--- config.mk ---
export PLATFORM = sky130hd
export DESIGN_NAME = uart_8n1_with_fifos
export DESIGN_NICKNAME = d
export VERILOG_FILES = /design/src/uwf_pkg.sv /design/src/uwf_tx.sv /design/src/uwf_rx.sv /design/src/uart_8n1_with_fifos.sv
export VERILOG_INCLUDE_DIRS = /design/src /design/src/src
export SDC_FILE = /design/constraint.sdc
export NUM_CORES = 1
export LEC_CHECK = 0
export BUFFER_PORTS_ARGS = -buffer_cell sky130_fd_sc_hd__buf_2
export CAP_MARGIN = 10
export CORE_MARGIN = 3
export CORE_UTILIZATION = 50
export DETAILED_ROUTE_END_ITERATION = 10
export PLACE_DENSITY = 0.69
export SLEW_MARGIN = 20
export SYNTH_ARGS = -nofsm -noshare
export SYNTH_HDL_FRONTEND = slang
export SYNTH_SLANG_ARGS = --single-unit
--- constraint.sdc ---
create_clock -name aclk -period 5.56 [get_ports aclk]
set_input_delay 0.556 -clock aclk [delete_from_list [all_inputs] [get_ports aclk]]
set_output_delay 0.556 -clock aclk [all_outputs]
set_load 0.02 [all_outputs]
--- src/uart_8n1_with_fifos_defines.svh ---
// Assertion shorthands, clocked on aclk with reset held off.
`ifndef UART_8N1_WITH_FIFOS_DEFINES_SVH
`define UART_8N1_WITH_FIFOS_DEFINES_SVH

`define UWF_ASSERT_NOW(label, cond) \
    label: assert property (@(posedge aclk) disable iff (!aresetn) (cond)) \
        else $error("uart_8n1_with_fifos: invariant violated");

`define UWF_ASSERT_IMP(label, ante, cons) \
    label: assert property (@(posedge aclk) disable iff (!aresetn) (ante) |-> (cons)) \
        else $error("uart_8n1_with_fifos: same-cycle check failed");

`define UWF_ASSERT_NXT(label, ante, cons) \
    label: assert property (@(posedge aclk) disable iff (!aresetn) (ante) |=> (cons)) \
        else $error("uart_8n1_with_fifos: next-cycle check failed");

`endif

--- src/uwf_pkg.sv ---
package uwf_pkg;

    localparam int TX_DEPTH = 16;
    localparam int RX_DEPTH = 16;
    localparam int TX_PTR_W = $clog2(TX_DEPTH);
    localparam int RX_PTR_W = $clog2(RX_DEPTH);
    localparam int TX_CNT_W = $clog2(TX_DEPTH + 1);
    localparam int RX_CNT_W = $clog2(RX_DEPTH + 1);

    localparam int PERIOD_W = 16;
    localparam logic [PERIOD_W-1:0] PERIOD_RESET = 16'd1250;
    localparam logic [PERIOD_W-1:0] PERIOD_MIN   = 16'd4;

    // bits still to go after the start bit goes out / after the falling edge
    localparam logic [3:0] TX_FRAME_BITS  = 4'd9;
    localparam logic [3:0] RX_FRAME_BITS  = 4'd10;
    localparam logic [3:0] RX_START_CHECK = 4'd9;

    localparam int S_TDATA_W = 16;
    localparam int M_TDATA_W = 16;

    typedef struct packed {
        logic [4:0] pad;
        logic       rx_line;
        logic       pop_request;
        logic [7:0] tx_byte;
        logic       push_valid;
    } in_item_t;

    typedef struct packed {
        logic [1:0] pad;
        logic       rx_dropped;
        logic       tx_fifo_full;
        logic       rx_not_empty;
        logic       rx_byte_valid;
        logic [7:0] rx_byte;
        logic       push_accepted;
        logic       tx_line;
    } out_item_t;

    // one clock tick as seen by the transmitter and receiver
    typedef struct packed {
        logic                step;
        logic                wrap;
        logic [PERIOD_W-1:0] timer;
        logic [PERIOD_W-1:0] period;
        logic                cfg_abort;
    } tick_t;

    typedef struct packed {
        logic                level;
        logic                accepted;
        logic                full;
        logic [TX_CNT_W-1:0] count;
    } tx_stat_t;

    typedef struct packed {
        logic [7:0]          data;
        logic                data_valid;
        logic                not_empty;
        logic                dropped;
        logic [RX_CNT_W-1:0] count;
    } rx_stat_t;

endpackage

--- src/uwf_tx.sv ---
module uwf_tx
    import uwf_pkg::*;
(
    input  logic       aclk,
    input  logic       aresetn,
    input  tick_t      tick,
    input  logic       push_valid,
    input  logic [7:0] tx_byte,
    output tx_stat_t   stat
);

    logic [7:0]          store_reg [TX_DEPTH];
    logic [TX_PTR_W-1:0] head_reg, head_next;
    logic [TX_PTR_W-1:0] tail_reg, tail_next;
    logic [TX_CNT_W-1:0] count_reg, count_next, count_after;
    logic [7:0]          shift_reg, shift_next;
    logic [3:0]          bits_left_reg, bits_left_next;
    logic                level_reg, level_next;
    logic                deq, push_ok;

    always_comb begin
        shift_next     = shift_reg;
        bits_left_next = bits_left_reg;
        level_next     = level_reg;
        tail_next      = tail_reg;
        deq            = 1'b0;
        if (tick.wrap) begin
            if (bits_left_reg != 4'd0) begin
                if (bits_left_reg > 4'd1) begin
                    level_next = shift_reg[0];
                    shift_next = {1'b0, shift_reg[7:1]};
                end else begin
                    level_next = 1'b1;
                end
                bits_left_next = bits_left_reg - 4'd1;
            end else if (count_reg != '0) begin
                deq            = 1'b1;
                shift_next     = store_reg[tail_reg];
                tail_next      = (tail_reg == TX_PTR_W'(TX_DEPTH - 1)) ? '0 : tail_reg + 1'b1;
                bits_left_next = TX_FRAME_BITS;
                level_next     = 1'b0;
            end
        end
        count_after = count_reg - TX_CNT_W'(deq);
        push_ok     = push_valid && (count_after < TX_CNT_W'(TX_DEPTH));
        count_next  = count_after + TX_CNT_W'(push_ok);
        head_next   = push_ok
                    ? ((head_reg == TX_PTR_W'(TX_DEPTH - 1)) ? '0 : head_reg + 1'b1)
                    : head_reg;
    end

    always_ff @(posedge aclk) begin
        if (!aresetn) begin
            head_reg      <= '0;
            tail_reg      <= '0;
            count_reg     <= '0;
            shift_reg     <= '0;
            bits_left_reg <= '0;
            level_reg     <= 1'b1;
        end else if (tick.step) begin
            head_reg      <= head_next;
            tail_reg      <= tail_next;
            count_reg     <= count_next;
            shift_reg     <= shift_next;
            bits_left_reg <= bits_left_next;
            level_reg     <= level_next;
        end
    end

    always_ff @(posedge aclk) begin
        if (tick.step && push_ok) begin
            store_reg[head_reg] <= tx_byte;
        end
    end

    assign stat.level    = level_next;
    assign stat.accepted = push_ok;
    assign stat.full     = (count_next == TX_CNT_W'(TX_DEPTH));
    assign stat.count    = count_reg;

endmodule

--- src/uwf_rx.sv ---
module uwf_rx
    import uwf_pkg::*;
(
    input  logic     aclk,
    input  logic     aresetn,
    input  tick_t    tick,
    input  logic     pop_request,
    input  logic     rx_line,
    output rx_stat_t stat
);

    logic [7:0]          store_reg [RX_DEPTH];
    logic [RX_PTR_W-1:0] head_reg, head_next;
    logic [RX_PTR_W-1:0] tail_reg, tail_next;
    logic [RX_CNT_W-1:0] count_reg, count_next, count_after;
    logic [7:0]          shift_reg, shift_next;
    logic [3:0]          bits_left_reg, bits_left_next, bits_dec;
    logic [PERIOD_W-1:0] phase_reg, phase_next;
    logic                busy_reg, busy_next;
    logic                last_level_reg;
    logic                pop, push, dropped;
    logic [7:0]          pop_val;
    logic [PERIOD_W-1:0] tc, half;
    logic [PERIOD_W:0]   phase_wrap;

    always_comb begin
        pop         = pop_request && (count_reg != '0);
        pop_val     = pop ? store_reg[tail_reg] : 8'd0;
        tail_next   = pop ? ((tail_reg == RX_PTR_W'(RX_DEPTH - 1)) ? '0 : tail_reg + 1'b1)
                          : tail_reg;
        count_after = count_reg - RX_CNT_W'(pop);

        // sampling point half a bit after the detected edge, kept inside one period
        tc         = (tick.timer >= tick.period) ? tick.period - 1'b1 : tick.timer;
        half       = tick.period >> 1;
        phase_wrap = {1'b0, tc} + {1'b0, tick.period} - {1'b0, half};

        shift_next     = shift_reg;
        bits_left_next = bits_left_reg;
        phase_next     = phase_reg;
        busy_next      = busy_reg;
        push           = 1'b0;
        dropped        = 1'b0;
        bits_dec       = (bits_left_reg != 4'd0) ? bits_left_reg - 4'd1 : bits_left_reg;

        if (busy_reg) begin
            if (tick.timer == phase_reg) begin
                bits_left_next = bits_dec;
                if (bits_dec == RX_START_CHECK) begin
                    if (rx_line) begin
                        busy_next = 1'b0;   // false start
                    end
                end else if (bits_dec != 4'd0) begin
                    shift_next = {rx_line, shift_reg[7:1]};
                end else begin
                    if (rx_line && (count_after < RX_CNT_W'(RX_DEPTH))) begin
                        push = 1'b1;
                    end else begin
                        dropped = 1'b1;
                    end
                    busy_next = 1'b0;
                end
            end
        end else if (last_level_reg && !rx_line) begin
            phase_next     = (tc >= half) ? tc - half : phase_wrap[PERIOD_W-1:0];
            bits_left_next = RX_FRAME_BITS;
            busy_next      = 1'b1;
        end

        count_next = count_after + RX_CNT_W'(push);
        head_next  = push ? ((head_reg == RX_PTR_W'(RX_DEPTH - 1)) ? '0 : head_reg + 1'b1)
                          : head_reg;
    end

    always_ff @(posedge aclk) begin
        if (!aresetn) begin
            head_reg       <= '0;
            tail_reg       <= '0;
            count_reg      <= '0;
            shift_reg      <= '0;
            bits_left_reg  <= '0;
            phase_reg      <= '0;
            busy_reg       <= 1'b0;
            last_level_reg <= 1'b1;
        end else begin
            if (tick.step) begin
                head_reg       <= head_next;
                tail_reg       <= tail_next;
                count_reg      <= count_next;
                shift_reg      <= shift_next;
                phase_reg      <= phase_next;
                last_level_reg <= rx_line;
            end
            // a new bit period abandons any frame being received
            if (tick.cfg_abort) begin
                busy_reg      <= 1'b0;
                bits_left_reg <= '0;
            end else if (tick.step) begin
                busy_reg      <= busy_next;
                bits_left_reg <= bits_left_next;
            end
        end
    end

    always_ff @(posedge aclk) begin
        if (tick.step && push) begin
            store_reg[head_reg] <= shift_reg;
        end
    end

    assign stat.data       = pop_val;
    assign stat.data_valid = pop;
    assign stat.not_empty  = (count_next != '0);
    assign stat.dropped    = dropped;
    assign stat.count      = count_reg;

endmodule

--- src/uart_8n1_with_fifos.sv ---
// Channel   Direction  Contents of one item
// s_        in         one clock tick of the UART: push, byte, pop, rx pin sample
// m_        out        pin level, push/pop results and FIFO flags after that tick
// cfg_      in         bit_period write, taken at once
//
// One item per cycle sustained while m_ does not stall; an item is held in the input
// register, and the result register takes its outcome when the tick steps, so the result
// is offered on m_ from the result register after that step.
// The whole tick (timer, shifters, FIFO pointers) updates in the single step between
// the two registers. A stall on m_ holds the result register and backs up into the
// input register. Reset (aresetn low, synchronous) empties both FIFOs, idles tx high,
// and sets bit_period to 1250.
`include "uart_8n1_with_fifos_defines.svh"

module uart_8n1_with_fifos
    import uwf_pkg::*;
(
    input  logic                 aclk,
    input  logic                 aresetn,
    input  logic                 s_tvalid,
    output logic                 s_tready,
    // [0] push_valid, [8:1] tx_byte, [9] pop_request, [10] rx_line, [15:11] zero
    input  logic [S_TDATA_W-1:0] s_tdata,
    output logic                 m_tvalid,
    input  logic                 m_tready,
    // [0] tx_line, [1] push_accepted, [9:2] rx_byte, [10] rx_byte_valid,
    // [11] rx_not_empty, [12] tx_fifo_full, [13] rx_dropped, [15:14] zero
    output logic [M_TDATA_W-1:0] m_tdata,
    input  logic                 cfg_wr_en,
    input  logic [PERIOD_W-1:0]  cfg_wr_data
);

    logic                in_valid_reg;
    in_item_t            in_item_reg;
    logic                m_valid_reg;
    out_item_t           m_item_reg, m_item_next;
    logic [PERIOD_W-1:0] period_reg;
    logic [PERIOD_W-1:0] timer_reg;
    logic [PERIOD_W-1:0] period_eff;
    logic                step, wrap;
    tick_t               tick;
    tx_stat_t            tx_stat;
    rx_stat_t            rx_stat;

    assign step     = in_valid_reg && (!m_valid_reg || m_tready);
    assign s_tready = !in_valid_reg || step;
    assign m_tvalid = m_valid_reg;
    assign m_tdata  = m_item_reg;

    assign period_eff = (period_reg < PERIOD_MIN) ? PERIOD_MIN : period_reg;
    assign wrap       = (timer_reg >= period_eff - 1'b1);

    assign tick.step      = step;
    assign tick.wrap      = wrap;
    assign tick.timer     = timer_reg;
    assign tick.period    = period_eff;
    assign tick.cfg_abort = cfg_wr_en;

    uwf_tx u_tx (
        .aclk       (aclk),
        .aresetn    (aresetn),
        .tick       (tick),
        .push_valid (in_item_reg.push_valid),
        .tx_byte    (in_item_reg.tx_byte),
        .stat       (tx_stat)
    );

    uwf_rx u_rx (
        .aclk        (aclk),
        .aresetn     (aresetn),
        .tick        (tick),
        .pop_request (in_item_reg.pop_request),
        .rx_line     (in_item_reg.rx_line),
        .stat        (rx_stat)
    );

    always_comb begin
        m_item_next               = '0;
        m_item_next.tx_line       = tx_stat.level;
        m_item_next.push_accepted = tx_stat.accepted;
        m_item_next.rx_byte       = rx_stat.data;
        m_item_next.rx_byte_valid = rx_stat.data_valid;
        m_item_next.rx_not_empty  = rx_stat.not_empty;
        m_item_next.tx_fifo_full  = tx_stat.full;
        m_item_next.rx_dropped    = rx_stat.dropped;
    end

    always_ff @(posedge aclk) begin
        if (!aresetn) begin
            in_valid_reg <= 1'b0;
            m_valid_reg  <= 1'b0;
            timer_reg    <= '0;
            period_reg   <= PERIOD_RESET;
        end else begin
            if (s_tvalid && s_tready) begin
                in_valid_reg <= 1'b1;
            end else if (step) begin
                in_valid_reg <= 1'b0;
            end
            if (step) begin
                m_valid_reg <= 1'b1;
                timer_reg   <= wrap ? '0 : timer_reg + 1'b1;
            end else if (m_tready) begin
                m_valid_reg <= 1'b0;
            end
            if (cfg_wr_en) begin
                period_reg <= cfg_wr_data;
            end
        end
    end

    always_ff @(posedge aclk) begin
        if (s_tvalid && s_tready) begin
            in_item_reg <= s_tdata;
        end
        if (step) begin
            m_item_reg <= m_item_next;
        end
    end

    `UWF_ASSERT_NOW(a_tx_count_bound, tx_stat.count <= TX_CNT_W'(TX_DEPTH))
    `UWF_ASSERT_NOW(a_rx_count_bound, rx_stat.count <= RX_CNT_W'(RX_DEPTH))
    `UWF_ASSERT_NXT(a_timer_wraps, step && wrap, timer_reg == '0)
    `UWF_ASSERT_IMP(a_no_pop_zero, m_valid_reg && !m_item_reg.rx_byte_valid, m_item_reg.rx_byte == 8'd0)

endmodule
==> results_tabular.tex <==
\begin{tabular}{lr}
\hline
Metric & Value \\
\hline
\multicolumn{2}{l}{\textbf{Global route}} \\
Global-route congestion overflow total & 0 \\
Largest net degree at the start of global routing & 56 \\
Via count of the first global-routing pass & 12,316 \\
Met3 usage & 0.0362 \\
Met1 Resource Use GR & 0.285 \\
GRT met2 Usage & 0.367 \\
Global-route wire length before repair & 67,900 µm \\
Initial antenna violation count & 0 \\
Global-route usage over all layers & 0.213 \\
Peak-usage layer in the global routing report & met2 \\
\multicolumn{2}{l}{\textbf{Placement}} \\
DP HPWL & 29,100 µm \\
Last weighted congestion value of the routability-driven placer & 0.874 \\
Placed Instance Area & 20,700 µm² \\
Port Buffer Count & 47 \\
\multicolumn{2}{l}{\textbf{Floorplan}} \\
Area of the die & 40,100 µm² \\
Initial Util & 0.512 \\
Die X-Extent & 200 µm \\
Number of placed I/O pins & 55 \\
Number of rows in the core area & 70 \\
Vertical die dimension & 200 µm \\
Core region area & 36,900 µm² \\
\multicolumn{2}{l}{\textbf{Worst setup path}} \\
Depth of the most critical reg-to-reg path & 32 \\
Worst reg2reg path endpoint & m\_tdata[12] \\
Crit Reg-Reg Startpoint & period\_reg[2] \\
Cell with the largest stage delay on the worst path & sky130\_fd\_sc\_hd\_\_dfxtp\_2 \\
CP Data Arrival Time & 5.79 ns \\
Critical Path End Type & flip-flop \\
Slowest cell delay on critical path & 0.33 ns \\
Count of buffer and inverter cells on the critical path & 3 \\
Crit path max-delay family & simple AND/OR/NAND/NOR gates \\
Worst Path Required & 5.88 ns \\
Class of the most critical setup path & reg -> reg \\
R2R Setup Slk & 0.09 ns \\
Worst Setup Start Kind & flip-flop \\
Top fanout value on the critical path & 5 \\
CP most frequent cell & sky130\_fd\_sc\_hd\_\_ha\_4 \\
\multicolumn{2}{l}{\textbf{Timing}} \\
Transition time of the tightest slew-check pin & 1.07 ns \\
Worst setup skew after layout & 0.0212 ns \\
Final number of hold-violating endpoints & 0 \\
Min cycle time layout & 5.47 ns \\
Slew Limit Fails & 0 \\
Top achievable clock speed & 0.183 GHz \\
Final setup fails & 0 \\
Setup repair after global routing missed its margin & yes \\
Post-route clock period utilization & 0.984 \\
Normalized max-slew margin & 0.287 \\
Total negative slack for setup checks & 0 ns \\
\multicolumn{2}{l}{\textbf{Clock tree}} \\
Buffer type at the clock tree root & sky130\_fd\_sc\_hd\_\_clkbuf\_16 \\
CTS tree & built \\
Maximum count of clock buffers along a single path & 3 \\
CTS Buf Count & 42 \\
Number of levels in the clock H-tree & 2 \\
Number of buffers inserted by hold repair at cts & 0 \\
Post-CTS clock slew at the launch and capture registers of the worst setup and hold paths & 0.06 ns \\
Latest clock arrival within the worst-skew pair & 0.58 ns \\
CTS sink count & 388 \\
\multicolumn{2}{l}{\textbf{Logic synthesis}} \\
Sequential fraction of the synthesis area & 0.560 \\
Most frequently used flop master after synthesis & sky130\_fd\_sc\_hd\_\_edfxtp\_1 \\
Distinct cells, synth & 65 \\
Cell area after synthesis & 18,900 µm² \\
Number of synthesized register bits & 388 \\
Mean area per synthesized cell & 13.0 µm² \\
Post-synthesis async set-or-reset flop share & 0 \\
Post-synth EDFFs & 281 \\
Number of warning messages in the yosys log & 0 \\
Number of standard cells after synthesis & 1,452 \\
\multicolumn{2}{l}{\textbf{Drt}} \\
Total number of vias & 12,093 \\
Ratio of routed vias to standard cells & 5.56 \\
1st-iter DRT viols & 698 \\
Total Routed Length & 43,000 µm \\
Post-route ant nets & 0 \\
Wire length per cell & 19.8 µm \\
Initial DRT Pass Iterations & 5 \\
Number of remaining DRC errors & 0 \\
\multicolumn{2}{l}{\textbf{Layout}} \\
Layout cells sized above 1 & 0.267 \\
Inserted Diodes & 0 \\
Area growth, synth to finish & 19.9\% \\
Total non-filler cell area in the finished layout & 22,600 µm² \\
Final core occ & 0.614 \\
Net count, final & 1,799 \\
FILL cells & 2,767 \\
\multicolumn{2}{l}{\textbf{Power and ir drop}} \\
Power density over the cells & 287 nW/µm² \\
Peak supply drop & 0.293 mV \\
Lkg Pwr & 8.47 nW \\
\multicolumn{2}{l}{\textbf{Status}} \\
Status & completed \\
\multicolumn{2}{l}{\textbf{Worst hold path}} \\
Number of cells traversed by the worst hold path & 1 \\
Hold path start & s\_tdata[8] \\
Tightest Hold Check Type & in -> reg \\
Capture endpoint of the worst hold path & in\_item\_reg[8] \\
\multicolumn{2}{l}{\textbf{Job}} \\
Max Cap Viol & 0 \\
\hline
\end{tabular}
cells in the mapped netlist, types with 3 or more instances:
| library cell | instances | area share |
|---|---|---|
| sky130_fd_sc_hd__a21boi_1 | 3 | 0.0012 |
| sky130_fd_sc_hd__nand4_1 | 17 | 0.0056 |
| sky130_fd_sc_hd__o21a_1 | 10 | 0.0040 |
| sky130_fd_sc_hd__ha_1 | 107 | 0.071 |
| sky130_fd_sc_hd__xnor2_1 | 62 | 0.029 |
| sky130_fd_sc_hd__o21ai_0 | 30 | 0.0080 |
| sky130_fd_sc_hd__mux2_2 | 3 | 0.0018 |
| sky130_fd_sc_hd__and4_1 | 4 | 0.0019 |
| sky130_fd_sc_hd__a31oi_1 | 8 | 0.0027 |
| sky130_fd_sc_hd__nand2_1 | 97 | 0.019 |
| sky130_fd_sc_hd__dfxtp_1 | 107 | 0.11 |
| sky130_fd_sc_hd__inv_2 | 5 | 0.00099 |
| sky130_fd_sc_hd__mux4_2 | 80 | 0.095 |
| sky130_fd_sc_hd__buf_1 | 14 | 0.0028 |
| sky130_fd_sc_hd__clkbuf_1 | 47 | 0.0093 |
| sky130_fd_sc_hd__a21oi_1 | 82 | 0.022 |
| sky130_fd_sc_hd__and2_1 | 14 | 0.0046 |
| sky130_fd_sc_hd__nand3_1 | 28 | 0.0074 |
| sky130_fd_sc_hd__nor2_1 | 132 | 0.026 |
| sky130_fd_sc_hd__a211oi_1 | 5 | 0.0020 |
| sky130_fd_sc_hd__nand2b_1 | 10 | 0.0033 |
| sky130_fd_sc_hd__or3_1 | 8 | 0.0027 |
| sky130_fd_sc_hd__edfxtp_1 | 281 | 0.45 |
| sky130_fd_sc_hd__inv_1 | 56 | 0.011 |
| sky130_fd_sc_hd__xor2_1 | 26 | 0.012 |
| sky130_fd_sc_hd__o211ai_1 | 10 | 0.0040 |
| sky130_fd_sc_hd__fa_1 | 16 | 0.017 |
| sky130_fd_sc_hd__and3_1 | 9 | 0.0030 |
| sky130_fd_sc_hd__o31a_1 | 3 | 0.0014 |
| sky130_fd_sc_hd__a311oi_1 | 9 | 0.0042 |
| sky130_fd_sc_hd__nor2b_1 | 13 | 0.0043 |
| sky130_fd_sc_hd__o21ai_1 | 20 | 0.0053 |
| sky130_fd_sc_hd__mux2i_1 | 41 | 0.022 |
| sky130_fd_sc_hd__buf_2 | 6 | 0.0016 |
| sky130_fd_sc_hd__a21o_1 | 15 | 0.0060 |
| sky130_fd_sc_hd__nor3_1 | 30 | 0.0080 |
| sky130_fd_sc_hd__nor4_1 | 6 | 0.0020 |
metrics by stage:
step / hold slack, ns / setup slack [ns] / instances / power (mW)
after global routing: 0.141 / -0.234 / 2176 / 6.75
after floorplan: 0.436 / 0.0000817 / 1453 / 3.51
after CTS: 0.129 / 0.00493 / 2169 / 6.55
after detailed placement: 0.470 / -0.398 / 2083 / 3.72
final: 0.164 / 0.0886 / 2176 / 6.51
after global placement: 0.444 / -0.261 / 2083 / 3.71
placed cells by master (no fill, tap or decap), drive strengths merged, types with 4 or more instances in the layout:
cell type and n:
a211oi 6, a21o 15, a21oi 83, a311oi 9, a31oi 8, and2 14
and3 9, and4 4, buf 211, bufinv 5, clkbuf 51, clkinv 17
dfxtp 107, edfxtp 281, fa 16, ha 107, inv 63, mux2i 41
mux4 80, nand2 97, nand2b 10, nand3 28, nand4 17, nor2 132
nor2b 13, nor3 30, nor4 6, o211ai 11, o21a 10, o21ai 50
or3 8, xnor2 62, xor2 26
worst max-delay path by stage:
stage               depth (start not counted)           start               endpoint
floorplan                                  29  period_reg[14]  u_tx.store_reg[13][0]
global placement                           31   period_reg[2]            m_tdata[12]
detailed placement                         32  period_reg[15]            m_tdata[12]
CTS                                        33   period_reg[5]            m_tdata[12]
global route                               32   period_reg[2]      u_tx.count_reg[4]
finish                                     32   period_reg[2]            m_tdata[12]
power breakdown:
part	internal, mW	switching, mW	total (mW)
Combinational	0.256	0.299	0.555
Clock	1.65	1.15	2.80
Sequential	3.11	0.0360	3.15
per-layer routing:
layer  share of wire  routed length [µm]  vias up
li1                -                   -     5770
met1            0.43               18400     6005
met2            0.50               21700      253
met3           0.045                1940       65
met4           0.021                 902        0
met5               0                   0        -
worst reg2reg max path: cells and delay by family, from the launching register on:
| kind | cells | cell delay (ns) |
|---|---|---|
| xor gates and xnor gates | 4 | 0.71 |
| DFF | 1 | 0.33 |
| buffers and inverters | 3 | 0.45 |
| AOI/OAI and AO/OA | 4 | 0.63 |
| adders and majority gates | 6 | 1.24 |
| and+or+nand+nor | 15 | 1.88 |
area by class of cell:
type | instances | area (µm²) | area share
Tap cell | 504 | 631 | 0.0278
Inverter | 61 | 229 | 0.0101
Sequential cell | 388 | 10600 | 0.467
Clock inverter | 27 | 307 | 0.0135
Timing Repair Buffer | 212 | 1600 | 0.0708
Clock buffer | 50 | 1090 | 0.0482
Multi-Input combinational cell | 934 | 8200 | 0.362
timing repair:
item / CTS / global route
endpoints found under the setup margin: 150 / 151
gates cloned: 0 / 1
resized for setup: 23 / 73
pin swaps: 15 / 41
buffers inserted: 9 / 6
cells by family after synthesis:
logic type,share of synthesized area
flops,0.560
simple gates,0.0922
compound gates,0.0723
buf+inv,0.0272
mux,0.119
fa+ha+maj,0.0879
xor+xnor,0.0408
other cells,0.000199
Power figures use the tool's default switching activity.
